`src/hdl/phc_pkg.sv`:
```
// Shared types and constants for the pH calibration core.
`default_nettype none
package phc_pkg;

  localparam int WINDOW_SIZE = 3;

  localparam int SAMPLE_W = 16;
  localparam int VOLT_W   = 23;
  localparam int FS_W     = 16;
  localparam int PH_W     = 16;
  localparam int CFG_IW   = 3;

  localparam int MUL_AW   = 23;
  localparam int MUL_BW   = 15;
  localparam int PROD_W   = MUL_AW + MUL_BW;
  localparam int DIV_NW   = PROD_W;
  localparam int DIV_DW   = 24;
  localparam int TOT_W    = 40;

  typedef logic [CFG_IW-1:0] cfg_index_t;

  localparam cfg_index_t REG_VREF    = 3'd0;
  localparam cfg_index_t REG_FS      = 3'd1;
  localparam cfg_index_t REG_CAL4    = 3'd2;
  localparam cfg_index_t REG_CAL686  = 3'd3;
  localparam cfg_index_t REG_CAL9    = 3'd4;

  localparam logic [VOLT_W-1:0] VREF_RESET = 23'd3300000;
  localparam logic [FS_W-1:0]   FS_RESET   = 16'd32767;
  localparam logic [VOLT_W-1:0] VOLT_MAX   = 23'd5000000;

  localparam logic [MUL_BW-1:0] SPAN_LOW  = 15'd2860;
  localparam logic [MUL_BW-1:0] SPAN_HIGH = 15'd2140;
  localparam logic signed [PH_W-1:0] BASE_LOW  = 16'sd4000;
  localparam logic signed [PH_W-1:0] BASE_HIGH = 16'sd6860;
  localparam logic signed [PH_W-1:0] PH_MAX    = 16'sd32767;
  localparam logic signed [PH_W-1:0] PH_MIN    = -16'sd32768;
  localparam logic signed [TOT_W-1:0] TOT_MAX  = 40'sd32767;
  localparam logic signed [TOT_W-1:0] TOT_MIN  = -40'sd32768;

endpackage
`default_nettype wire

```
`src/hdl/ph_median_piecewise_calibration_core.sv`:
```
// Top level of the median-of-three, two-segment pH calibration core.
// The first two samples of each triple are taken in one cycle each, even while the previous
// triple is still being worked on. The third sample starts the arithmetic and the next third
// sample waits until that result has been handed to the output register. When the block is
// calibrated and the full scale is nonzero, the result is computed by one shared bit-serial
// multiplier and one shared restoring divider, each used twice: once for the microvolt
// scaling and once for the segment interpolation; otherwise a divide or the interpolation is
// skipped and the word appears sooner. A finished word waits in the output register while
// new samples are taken. Configuration writes are accepted in every cycle.
`default_nettype none
module ph_median_piecewise_calibration_core (
  input  wire logic                                clk,
  input  wire logic                                rst,
  input  wire logic                                cfg_valid,
  output logic                                     cfg_ready,
  input  wire logic [phc_pkg::CFG_IW-1:0]          cfg_index,
  input  wire logic [phc_pkg::VOLT_W-1:0]          cfg_data,
  input  wire logic                                in_valid,
  output logic                                     in_ready,
  input  wire logic signed [phc_pkg::SAMPLE_W-1:0] sample,
  output logic                                     out_valid,
  input  wire logic                                out_ready,
  output logic signed [phc_pkg::PH_W-1:0]          ph_milli,
  output logic [phc_pkg::VOLT_W-1:0]               voltage_uv,
  output logic                                     calibrated,
  output logic                                     saturated
);

  localparam int WINDOW_SIZE = phc_pkg::WINDOW_SIZE;
  localparam int FW = $clog2(WINDOW_SIZE);
  localparam int IW = $clog2(WINDOW_SIZE - 1);
  localparam int VW = phc_pkg::VOLT_W;
  localparam int BW = phc_pkg::MUL_BW;

  typedef enum logic [2:0] {
    ST_IDLE, ST_MUL1, ST_DIV1, ST_SEG, ST_MUL2, ST_DIV2, ST_FIN
  } state_t;

  state_t state;

  logic [VW-1:0]                vref_uv;
  logic [phc_pkg::FS_W-1:0]     adc_full_scale;
  logic [VW-1:0]                cal_ph4_uv;
  logic [VW-1:0]                cal_ph686_uv;
  logic [VW-1:0]                cal_ph9_uv;

  logic signed [phc_pkg::SAMPLE_W-1:0] window [WINDOW_SIZE-1];
  logic [FW-1:0]                fill;
  logic                         in_acc;
  logic                         accept3;

  logic signed [phc_pkg::SAMPLE_W-1:0] mn, mx, mn2, md;
  logic [BW-1:0]                med15;
  logic [BW-1:0]                med_r;
  logic [VW-1:0]                volt_r;

  logic                         mul_start, mul_done;
  logic [phc_pkg::MUL_AW-1:0]   mul_a;
  logic [BW-1:0]                mul_b;
  logic [phc_pkg::PROD_W-1:0]   prod;
  logic                         div_start, div_done;
  logic [phc_pkg::DIV_NW-1:0]   div_n;
  logic [phc_pkg::DIV_DW-1:0]   div_d;
  logic [phc_pkg::DIV_NW-1:0]   quo;

  logic                         cal;
  logic                         seg_low;
  logic [VW-1:0]                lo, hi;
  logic [VW:0]                  diff, den, ndiff, nden;
  logic [VW-1:0]                absdiff, absden;
  logic                         den_zero;
  logic                         neg;
  logic [BW-1:0]                span;
  logic signed [phc_pkg::PH_W-1:0] base;
  logic signed [phc_pkg::PH_W-1:0] ph_special;

  logic                         seg_neg;
  logic [VW-1:0]                seg_ad;
  logic signed [phc_pkg::PH_W-1:0] seg_base;
  logic                         cal_r;
  logic signed [phc_pkg::PH_W-1:0] ph_r;
  logic                         sat_r;

  logic [phc_pkg::TOT_W-1:0]    q_ext;
  logic signed [phc_pkg::TOT_W-1:0] total;

  assign cfg_ready = 1'b1;
  assign in_ready  = (fill != FW'(WINDOW_SIZE - 1)) || (state == ST_IDLE);
  assign in_acc    = in_valid && in_ready;
  assign accept3   = in_acc && (fill == FW'(WINDOW_SIZE - 1));

  always_ff @(posedge clk) begin
    if (rst) begin
      vref_uv        <= phc_pkg::VREF_RESET;
      adc_full_scale <= phc_pkg::FS_RESET;
      cal_ph4_uv     <= '0;
      cal_ph686_uv   <= '0;
      cal_ph9_uv     <= '0;
    end else if (cfg_valid && cfg_ready) begin
      case (cfg_index)
        phc_pkg::REG_VREF:   vref_uv        <= cfg_data;
        phc_pkg::REG_FS:     adc_full_scale <= cfg_data[phc_pkg::FS_W-1:0];
        phc_pkg::REG_CAL4:   cal_ph4_uv     <= cfg_data;
        phc_pkg::REG_CAL686: cal_ph686_uv   <= cfg_data;
        phc_pkg::REG_CAL9:   cal_ph9_uv     <= cfg_data;
        default: ;
      endcase
    end
  end

  always_ff @(posedge clk) begin
    if (rst) begin
      fill <= '0;
      for (int i = 0; i < WINDOW_SIZE - 1; i++) begin
        window[i] <= '0;
      end
    end else if (in_acc) begin
      if (fill == FW'(WINDOW_SIZE - 1)) begin
        fill <= '0;
      end else begin
        window[fill[IW-1:0]] <= sample;
        fill <= fill + FW'(1);
      end
    end
  end

  always_comb begin
    mn    = (window[0] < window[1]) ? window[0] : window[1];
    mx    = (window[0] < window[1]) ? window[1] : window[0];
    mn2   = (mx < sample) ? mx : sample;
    md    = (mn > mn2) ? mn : mn2;
    med15 = md[phc_pkg::SAMPLE_W-1] ? '0 : md[BW-1:0];
  end

  always_comb begin
    cal      = (cal_ph4_uv != '0) && (cal_ph686_uv != '0) && (cal_ph9_uv != '0);
    seg_low  = volt_r < cal_ph686_uv;
    lo       = seg_low ? cal_ph4_uv : cal_ph686_uv;
    hi       = seg_low ? cal_ph686_uv : cal_ph9_uv;
    span     = seg_low ? phc_pkg::SPAN_LOW : phc_pkg::SPAN_HIGH;
    base     = seg_low ? phc_pkg::BASE_LOW : phc_pkg::BASE_HIGH;
    diff     = {1'b0, volt_r} - {1'b0, lo};
    den      = {1'b0, hi} - {1'b0, lo};
    ndiff    = ~diff + {{VW{1'b0}}, 1'b1};
    nden     = ~den + {{VW{1'b0}}, 1'b1};
    absdiff  = diff[VW] ? ndiff[VW-1:0] : diff[VW-1:0];
    absden   = den[VW] ? nden[VW-1:0] : den[VW-1:0];
    den_zero = (den == '0);
    neg      = diff[VW] ^ den[VW];
    if (diff[VW]) begin
      ph_special = phc_pkg::PH_MIN;
    end else if (diff != '0) begin
      ph_special = phc_pkg::PH_MAX;
    end else begin
      ph_special = base;
    end
  end

  assign mul_start = accept3 || ((state == ST_SEG) && cal && !den_zero);
  assign mul_a     = (state == ST_IDLE) ? vref_uv : absdiff;
  assign mul_b     = (state == ST_IDLE) ? med15 : span;

  assign div_start = mul_done && (((state == ST_MUL1) && (adc_full_scale != '0))
                                  || (state == ST_MUL2));
  assign div_n     = (state == ST_MUL1) ? prod
                   : ({prod[phc_pkg::PROD_W-2:0], 1'b0}
                      + {{(phc_pkg::DIV_NW - VW){1'b0}}, seg_ad});
  assign div_d     = (state == ST_MUL1)
                   ? {{(phc_pkg::DIV_DW - phc_pkg::FS_W){1'b0}}, adc_full_scale}
                   : {seg_ad, 1'b0};

  assign q_ext = {{(phc_pkg::TOT_W - phc_pkg::DIV_NW){1'b0}}, quo};
  assign total = {{(phc_pkg::TOT_W - phc_pkg::PH_W){seg_base[phc_pkg::PH_W-1]}}, seg_base}
               + (seg_neg ? (~q_ext + {{(phc_pkg::TOT_W-1){1'b0}}, 1'b1}) : q_ext);

  phc_serial_mul #(
    .AW(phc_pkg::MUL_AW),
    .BW(phc_pkg::MUL_BW)
  ) u_mul (
    .clk   (clk),
    .rst   (rst),
    .start (mul_start),
    .a     (mul_a),
    .b     (mul_b),
    .done  (mul_done),
    .prod  (prod)
  );

  phc_serial_div #(
    .NW(phc_pkg::DIV_NW),
    .DW(phc_pkg::DIV_DW)
  ) u_div (
    .clk      (clk),
    .rst      (rst),
    .start    (div_start),
    .dividend (div_n),
    .divisor  (div_d),
    .done     (div_done),
    .quotient (quo)
  );

  always_ff @(posedge clk) begin
    if (rst) begin
      state     <= ST_IDLE;
      out_valid <= 1'b0;
    end else begin
      if (out_valid && out_ready && (state != ST_FIN)) begin
        out_valid <= 1'b0;
      end
      case (state)
        ST_IDLE: begin
          if (accept3) begin
            med_r <= med15;
            state <= ST_MUL1;
          end
        end
        ST_MUL1: begin
          if (mul_done) begin
            if (adc_full_scale == '0) begin
              volt_r <= (med_r == '0) ? '0 : phc_pkg::VOLT_MAX;
              state  <= ST_SEG;
            end else begin
              state <= ST_DIV1;
            end
          end
        end
        ST_DIV1: begin
          if (div_done) begin
            volt_r <= (quo > {{(phc_pkg::DIV_NW - VW){1'b0}}, phc_pkg::VOLT_MAX})
                    ? phc_pkg::VOLT_MAX : quo[VW-1:0];
            state  <= ST_SEG;
          end
        end
        ST_SEG: begin
          cal_r <= cal;
          if (!cal) begin
            ph_r  <= '0;
            sat_r <= 1'b0;
            state <= ST_FIN;
          end else if (den_zero) begin
            ph_r  <= ph_special;
            sat_r <= 1'b1;
            state <= ST_FIN;
          end else begin
            seg_neg  <= neg;
            seg_ad   <= absden;
            seg_base <= base;
            state    <= ST_MUL2;
          end
        end
        ST_MUL2: begin
          if (mul_done) begin
            state <= ST_DIV2;
          end
        end
        ST_DIV2: begin
          if (div_done) begin
            if (total > phc_pkg::TOT_MAX) begin
              ph_r  <= phc_pkg::PH_MAX;
              sat_r <= 1'b1;
            end else if (total < phc_pkg::TOT_MIN) begin
              ph_r  <= phc_pkg::PH_MIN;
              sat_r <= 1'b1;
            end else begin
              ph_r  <= total[phc_pkg::PH_W-1:0];
              sat_r <= 1'b0;
            end
            state <= ST_FIN;
          end
        end
        ST_FIN: begin
          if (!out_valid || out_ready) begin
            ph_milli   <= ph_r;
            voltage_uv <= volt_r;
            calibrated <= cal_r;
            saturated  <= sat_r;
            out_valid  <= 1'b1;
            state      <= ST_IDLE;
          end
        end
        default: begin
          state <= ST_IDLE;
        end
      endcase
    end
  end

  a_mul_done_phase: assert property (@(posedge clk) disable iff (rst)
    mul_done |-> (state == ST_MUL1 || state == ST_MUL2))
    else $error("Multiplier finished outside a multiply phase.");

  a_div_done_phase: assert property (@(posedge clk) disable iff (rst)
    div_done |-> (state == ST_DIV1 || state == ST_DIV2))
    else $error("Divider finished outside a divide phase.");

  a_fill_range: assert property (@(posedge clk) disable iff (rst)
    fill <= FW'(WINDOW_SIZE - 1))
    else $error("Window fill count out of range.");

  a_volt_limit: assert property (@(posedge clk) disable iff (rst)
    out_valid |-> (voltage_uv <= phc_pkg::VOLT_MAX))
    else $error("Output voltage word above the saturation limit.");

  a_uncal_word: assert property (@(posedge clk) disable iff (rst)
    (out_valid && !calibrated) |-> (ph_milli == '0 && !saturated))
    else $error("Uncalibrated word carries a pH value or saturation flag.");

endmodule
`default_nettype wire

```
`src/hdl/phc_serial_mul.sv`:
```
// Shift-and-add multiplier that retires one multiplier bit per cycle.
`default_nettype none
module phc_serial_mul #(
  parameter int AW = 23,
  parameter int BW = 15
) (
  input  wire logic          clk,
  input  wire logic          rst,
  input  wire logic          start,
  input  wire logic [AW-1:0] a,
  input  wire logic [BW-1:0] b,
  output logic               done,
  output logic [AW+BW-1:0]   prod
);

  localparam int PW = AW + BW;
  localparam int CW = $clog2(BW + 1);

  logic [PW-1:0] p;
  logic [AW-1:0] a_r;
  logic [CW-1:0] cnt;
  logic          busy;
  logic [AW:0]   sum;

  assign sum  = {1'b0, p[PW-1:BW]} + {1'b0, (p[0] ? a_r : {AW{1'b0}})};
  assign prod = p;

  always_ff @(posedge clk) begin
    if (rst) begin
      busy <= 1'b0;
      done <= 1'b0;
      cnt  <= '0;
    end else begin
      done <= !start && busy && (cnt == CW'(1));
      if (start) begin
        busy <= 1'b1;
        cnt  <= CW'(BW);
      end else if (busy) begin
        cnt <= cnt - CW'(1);
        if (cnt == CW'(1)) begin
          busy <= 1'b0;
        end
      end
    end
  end

  always_ff @(posedge clk) begin
    if (start) begin
      p   <= {{AW{1'b0}}, b};
      a_r <= a;
    end else if (busy) begin
      p <= {sum, p[BW-1:1]};
    end
  end

endmodule
`default_nettype wire

```
`src/hdl/phc_serial_div.sv`:
```
// Restoring divider that produces one quotient bit per cycle.
`default_nettype none
module phc_serial_div #(
  parameter int NW = 38,
  parameter int DW = 24
) (
  input  wire logic          clk,
  input  wire logic          rst,
  input  wire logic          start,
  input  wire logic [NW-1:0] dividend,
  input  wire logic [DW-1:0] divisor,
  output logic               done,
  output logic [NW-1:0]      quotient
);

  localparam int CW = $clog2(NW + 1);

  logic [DW-1:0] rem;
  logic [NW-1:0] quo;
  logic [DW-1:0] d_r;
  logic [CW-1:0] cnt;
  logic          busy;
  logic [DW:0]   trial;
  logic [DW:0]   diff;
  logic          ge;

  assign trial    = {rem, quo[NW-1]};
  assign diff     = trial - {1'b0, d_r};
  assign ge       = ~diff[DW];
  assign quotient = quo;

  always_ff @(posedge clk) begin
    if (rst) begin
      busy <= 1'b0;
      done <= 1'b0;
      cnt  <= '0;
    end else begin
      done <= !start && busy && (cnt == CW'(1));
      if (start) begin
        busy <= 1'b1;
        cnt  <= CW'(NW);
      end else if (busy) begin
        cnt <= cnt - CW'(1);
        if (cnt == CW'(1)) begin
          busy <= 1'b0;
        end
      end
    end
  end

  always_ff @(posedge clk) begin
    if (start) begin
      rem <= '0;
      quo <= dividend;
      d_r <= divisor;
    end else if (busy) begin
      rem <= ge ? diff[DW-1:0] : trial[DW-1:0];
      quo <= {quo[NW-2:0], ge};
    end
  end

endmodule
`default_nettype wire
```
`config.mk`:
```
export PLATFORM = sky130hd
export DESIGN_NAME = ph_median_piecewise_calibration_core
export DESIGN_NICKNAME = d
export VERILOG_FILES = /design/src/hdl/phc_pkg.sv /design/src/hdl/ph_median_piecewise_calibration_core.sv /design/src/hdl/phc_serial_mul.sv /design/src/hdl/phc_serial_div.sv
export SDC_FILE = /design/constraint.sdc
export NUM_CORES = 1
export LEC_CHECK = 0
export BUFFER_PORTS_ARGS = -buffer_cell sky130_fd_sc_hd__buf_2
export CORE_MARGIN = 2
export CORE_UTILIZATION = 64
export DETAILED_ROUTE_END_ITERATION = 8
export GPL_TIMING_DRIVEN = 0
export HOLD_SLACK_MARGIN = 0.08
export PLACE_DENSITY = 0.85
export SETUP_SLACK_MARGIN = 0.15
export SYNTH_ARGS = -nofsm -noshare
export SYNTH_HDL_FRONTEND = slang
export SYNTH_SLANG_ARGS = --single-unit
```
`constraint.sdc`:
```
create_clock -name clk -period 10.6 [get_ports clk]
set_clock_uncertainty 0.2 [all_clocks]
set_input_delay 2.12 -clock clk [delete_from_list [all_inputs] [get_ports clk]]
set_output_delay 2.12 -clock clk [all_outputs]
set_load 0.01 [all_outputs]
```
### Word level (Yosys, flattened, before mapping)

Memory sizes are Yosys's and may differ from the RTL's.
Cells that the tools add are included.

* $add $sub $neg: 12
* $lt $le $gt $ge: 7
* equal/unequal tests: 23
* muxes and demuxes: 75
* bitwise gates (word level): 7
* reductions and logical operators: 50

Operator list (number)
* $mux 23: 11
* $mux 16: 12
* $mux 38: 3
* $mux 15: 5
* $reduce_bool 23->1: 3
* $sub 23x23->24: 2
* $add 23x1->23 const B: 2
* $not 23->23: 2
* $pmux 23 s2: 1
* $add 40x1->40 const B: 1
* $add 40x40->40: 1
* $gt 40x16->1 const B: 1
* $lt 40x16->1 const B: 1
* $mux 40: 1
* $not 38->40: 1
* $add 38x23->38: 1
* $gt 38x23->1 const B: 1
* $lt 16x16->1: 2
* $pmux 16 s2: 1
* $sub 25x24->25: 1
* $add 23x23->24: 1
* $logic_not 24->1: 1
* $mux 24: 1
* $reduce_bool 24->1: 1
* 40 further kinds: 117

* flip-flop bits (word level): 412
* RAM bits: 32
* input port bits: 47
* memories kept: 1

Memory list
* window: depth 2, bits a word 16, rd ports 2, clocked after memory_dff 0, wr ports 2, RTL line ph_median_piecewise_calibration_core.sv:47 `logic signed [phc_pkg::SAMPLE_W-1:0] window [WINDOW_SIZE-1];`

### Depth between registers and ports, before layout

* depth in word-level cells: 10
* mapped depth: 37

### Modules after synthesis

A second synthesis with hierarchy kept.

* cells, all modules: 3490
* area, all modules: 30515.5 µm²

By module, submodules not included
* ph_median_piecewise_calibration_core: times used 1, cells an instance 2609, area an instance 21247.9 µm²
* phc_serial_div: times used 1, cells an instance 496, area an instance 5407.7 µm²
* phc_serial_mul: times used 1, cells an instance 385, area an instance 3860.0 µm²

### Least setup slack after synthesis

OpenSTA, ideal clock, no wires.

* path kind: flip-flop to flip-flop
* start: register cal_ph686_uv[16]
* end: register seg_ad[0] (enable)
* arrival time: 7304 ps
* data required time: 9958 ps
* slack: 2655 ps
* cell stages (with the launch flop): 30
* path buffers: 2
* cells stage by stage: dfxtp_1 inv_1 ha_1 a21o_1 a21o_1 a21oi_1 nor2b_1 o21ai_0 nand2b_1 a21oi_1 nor2b_1 or4_1 clkbuf_1 clkinv_1 clkbuf_1 mux2_2 ha_1 inv_1 fa_1 a21o_1 a21o_1 a2111o_1 a21oi_1 o21ba_2 nor4b_1 o311ai_0 or4_1 or3_1 o41ai_2 nor3_1

* longest elaborated chain between the ends: 6
* elaborated cells between the ends (all ways): 10
* classes of those cells: add/sub: 1; order compare: 1; mux: 2; bitwise: 1; reduce/logical: 5

Ends and longest elaborated chain
* start: declaration: RTL line ph_median_piecewise_calibration_core.sv:44 `logic [VW-1:0] cal_ph686_uv;`
* start signal: assignment: RTL line ph_median_piecewise_calibration_core.sv:104 `phc_pkg::REG_CAL686: cal_ph686_uv <= cfg_data;`
* $lt 23x23->1: RTL line ph_median_piecewise_calibration_core.sv:137 `seg_low = volt_r < cal_ph686_uv;`
* $mux 23, on equally long branches: RTL line ph_median_piecewise_calibration_core.sv:139, ph_median_piecewise_calibration_core.sv:138
* $sub 23x23->24: RTL line ph_median_piecewise_calibration_core.sv:143 `den = {1'b0, hi} - {1'b0, lo};`
* $logic_not 24->1: RTL line ph_median_piecewise_calibration_core.sv:148 `den_zero = (den == '0);`
* $not 1->1 (no source line)
* $reduce_and 4->1 (no source line) (*)
* end signal: assignment: RTL line ph_median_piecewise_calibration_core.sv:246 `seg_ad <= absden;`
* end: declaration: RTL line ph_median_piecewise_calibration_core.sv:78 `logic [VW-1:0] seg_ad;`

Mark *: on every way between the ends. The rest lies on a longest branch, timed or not.
A chain may end at the register's enable or synchronous reset.

### Final worst setup path

* start: register volt_r[1]
* end: register u_mul.a_r[0] (enable)

* longest elaborated chain between the ends: 7
* elaborated cells between the ends (all ways): 8
* classes of those cells: add/sub: 1; order compare: 1; mux: 2; reduce/logical: 4

Ends and longest elaborated chain
* start: declaration: RTL line ph_median_piecewise_calibration_core.sv:55 `logic [VW-1:0] volt_r;`
* start signal: assignment: RTL line ph_median_piecewise_calibration_core.sv:220 `volt_r <= (med_r == '0) ? '0 : phc_pkg::VOLT_MAX;`
* start signal: assignment: RTL line ph_median_piecewise_calibration_core.sv:229 `volt_r <= (quo > {{(phc_pkg::DIV_NW - VW){1'b0}}, phc_pkg::VOLT_MAX})`
* $lt 23x23->1 (*): RTL line ph_median_piecewise_calibration_core.sv:137
* $mux 23, on equally long branches: RTL line ph_median_piecewise_calibration_core.sv:139, ph_median_piecewise_calibration_core.sv:138
* $sub 23x23->24 (*): RTL line ph_median_piecewise_calibration_core.sv:143
* $logic_not 24->1 (*): RTL line ph_median_piecewise_calibration_core.sv:148
* $logic_not 1->1 (*): RTL line ph_median_piecewise_calibration_core.sv:159 `assign mul_start = accept3 || ((state == ST_SEG) && cal && !den_zero);`
* $logic_and 1x1->1 (*): RTL line ph_median_piecewise_calibration_core.sv:159
* $logic_or 1x1->1 (*): RTL line ph_median_piecewise_calibration_core.sv:159
* end signal: assignment: RTL line phc_serial_mul.sv:50 `a_r <= a;`
* end: declaration: RTL line phc_serial_mul.sv:20 `logic [AW-1:0] a_r;`

Marks and branches as above.

==> results.py <==
metrics = {
    "run_status": {
        "status": "finished, final reports clean",
    },
    "route": {
        "via_per_inst": 6.62,
        "route.detailed.drc": 0,
        "drtIter0Drc": 3617,
        "post_drt_wl_per_cell_um": 23.3,
        "ant_nets": 0,
        "wirelength_mm": 97.7,
        "firstDrtPassIters": 6,
        "num_vias": 27700,
    },
    "final_layout": {
        "multi_input_area_um2": 17200,
        "final_cell_mix": "443 x nand2_1, 309 x a21oi_1, 255 x edfxtp_1",
        "syn2layout_area_growth_pct": 9.64,
        "area.sequential_um2": 11200,
        "nets": 3799,
        "final_common_cell": "nand2_1",
        "drive_above_1_share_pct": 7.92,
        "nFillCells": 3493,
        "final_cells": 4186,
    },
    "flow_run": {
        "maxCapViolations": 0,
    },
    "synth": {
        "synth_xor_area_share_pct": 5.95,
        "synth_edf_count": 255,
        "synth_compound_area_share_pct": 19.2,
        "syn_area_um2": 29600,
        "async_flop_share_pct": 0,
        "synth_cell_types": 95,
        "yosys.area_share.simple_pct": 21.3,
        "ys_ff_latch": 430,
        "syn_nets": 3656,
        "synth-adder-area-share_pct": 8.73,
        "synth_top_flop_cell": "edfxtp_1",
        "synth_top_family_by_area": "simple AND/OR/NAND/NOR gates",
        "synth-seq-area-share_pct": 37.7,
        "syn_area_per_cell_um2": 8.69,
        "synthCells": 3406,
        "synthMuxAreaShare_pct": 2.78,
        "ys_warn_count": 0,
    },
    "cts": {
        "cts_tree": "yes",
        "cts_setup_buffers": 0,
        "cts_resized": 0,
        "htree_levels": 2,
        "clk_pin_slew_ps": 60,
        "cts_buffers": 46,
        "cts_max_path_buffers": 3,
        "ctsRootBufferMaster": "clkbuf_16",
        "cts_hold_buf": 0,
        "clk_latency_ps": 620,
        "cts_sinks": 430,
    },
    "global_routing": {
        "grt_overflow_total": 0,
        "grt.total_usage_pct": 40.4,
        "antenna_found_initial": 1,
        "grt_first_pass_wirelength_mm": 148,
        "grt_pass1_vias": 26200,
        "grt_max_degree": 34,
    },
    "timing": {
        "fmax_ghz": 0.0994,
        "setup_ws_ps": 541,
        "slew-limit-headroom_pct": 21.1,
        "hold_viol_final": 0,
        "finalSetupTns_ps": 0,
        "final.period_utilization_pct": 94.9,
        "setup_viol": 0,
        "holdWs_ps": 216,
        "post-route-min-period_ps": 10060,
        "slew_viol_final": 0,
        "worstMarginPinSlew_ps": 1180,
        "rsz0062_at_grt": "no",
    },
    "setup_path": {
        "critPathMaxFanout": 32,
        "crit_type": "flop to flop",
        "cp_common_cell": "a21o_1",
        "start_kind": "flop",
        "r2r_slack_ps": 540,
        "arrival_ps": 10100,
        "worst_setup_path_end_kind": "flop",
        "slowest_stage": "o41ai_2",
        "crit_required_ps": 10640,
        "cp_slowest_stage_delay_ps": 580,
    },
    "power_and_ir_drop": {
        "power_leakage_nw": 12.7,
        "p_per_area_nw_per_um2": 168,
        "ir_drop_mv": 0.170,
    },
    "floorplan": {
        "die_y_um": 219,
        "rows": 78,
        "die_area_um2": 48000,
        "core_area_um2": 45500,
        "die_x_um": 219,
        "start_util_pct": 65.1,
        "io_pins": 91,
    },
    "place": {
        "placed_cells": 4101,
        "dp_hpwl_mm": 75.5,
        "preCtsSetupSlack_ps": 828,
        "port_buffers": 88,
        "place_congestion": 1.02,
    },
    "hold_path": {
        "hold_path.class": "flop to flop",
    },
}
area by class of cell:
cell class | instances | area share (%)
multi-input combinational | 2643 | 52.9
timing repair buffer | 95 | 1.63
clock inverter | 23 | 0.760
tap | 600 | 2.31
sequential | 430 | 34.4
inverter | 150 | 1.74
clock buffer | 61 | 4.01
buffer | 183 | 2.21
antenna | 1 | 0.00771
sequential cells by signal, summed over array words and instances (netlist names), 24 cells and up:
name,cells
u_mul.prod,38
u_div.d_r,24
u_div.rem,24
u_div.quotient,38
window,32
cells by family after synthesis:
kind of cell	after synthesis
compound gates	890
simple gates	1271
mux	77
buf+inv	333
xor+xnor	201
fa+ha+maj	203
flops	430
other cells	1
power breakdown:
group,switching [mW],total [mW],internal (mW)
Sequential,0.105,2.01,1.91
Clock,0.713,1.68,0.966
Combinational,1.14,1.77,0.631
worst paths after layout:
check                                              from                     end  cells past startpoint
worst max register to register  volt_r[1]$_SDFFCE_PN0P_  u_mul.a_r[0]$_DFFE_PN_                     28
worst min register to register       ph_r[10]$_DFFE_PP_  ph_milli[10]$_DFFE_PP_                      0
worst min-delay path                 ph_r[10]$_DFFE_PP_  ph_milli[10]$_DFFE_PP_                      0
worst max-delay path            volt_r[1]$_SDFFCE_PN0P_  u_mul.a_r[0]$_DFFE_PN_                     28
metal layers:
layer | up-vias | track usage (%) | wire length [um]
met1 | 13000 | 53.3 | 38100
li1 | 12700 | - | -
met3 | 378 | 6.87 | 10400
met2 | 1636 | 63.2 | 42800
met4 | 0 | 22.6 | 6350
met5 | - | 0 | 0
stage by stage:
step	util, %	cell area (um^2)	total power [mW]
floorplan	-	29600	3.22
global placement	67.7	30800	3.68
detailed placement	67.9	30900	3.73
CTS	71.3	32400	5.38
global route	71.3	32400	5.67
finish	71.3	32400	5.46
worst max-delay path, delay by kind of cell, from the launching register on:
kind | cells | cell delay [ps]
AO/OA/AOI/OAI | 15 | 4260
adder cells (fa/ha/maj) | 2 | 760
buffers and inverters | 6 | 2620
flip-flops | 1 | 500
AND/OR/NAND/NOR | 5 | 1320
cell usage after synthesis (all sizes together) (14+ instances only):
master	n	area share [%]
xnor2	124	3.7
a211o	30	0.89
nor4	51	1.2
a31oi	32	0.68
or3	26	0.55
nand3b	20	0.51
a21o	70	1.8
inv	149	1.9
o21ai	186	3.1
buf	21	0.35
nand2b	53	1.1
and2	58	1.2
clkbuf	162	2.1
nor2	217	2.8
nand4	42	0.94
mux2i	36	1.2
mux2	41	1.6
nand3	67	1.1
edfxtp	255	26
nand2	443	5.6
o31ai	35	0.90
o21a	40	1.0
a21oi	309	5.2
or2	20	0.42
ha	197	8.3
and4	14	0.41
and3	43	0.91
xor2	77	2.3
a211oi	26	0.68
dfxtp	175	12
nor2b	59	1.2
o211ai	20	0.51
nor3	107	1.8
or4	18	0.49
Note: power is estimated with default switching activity, not from simulation.
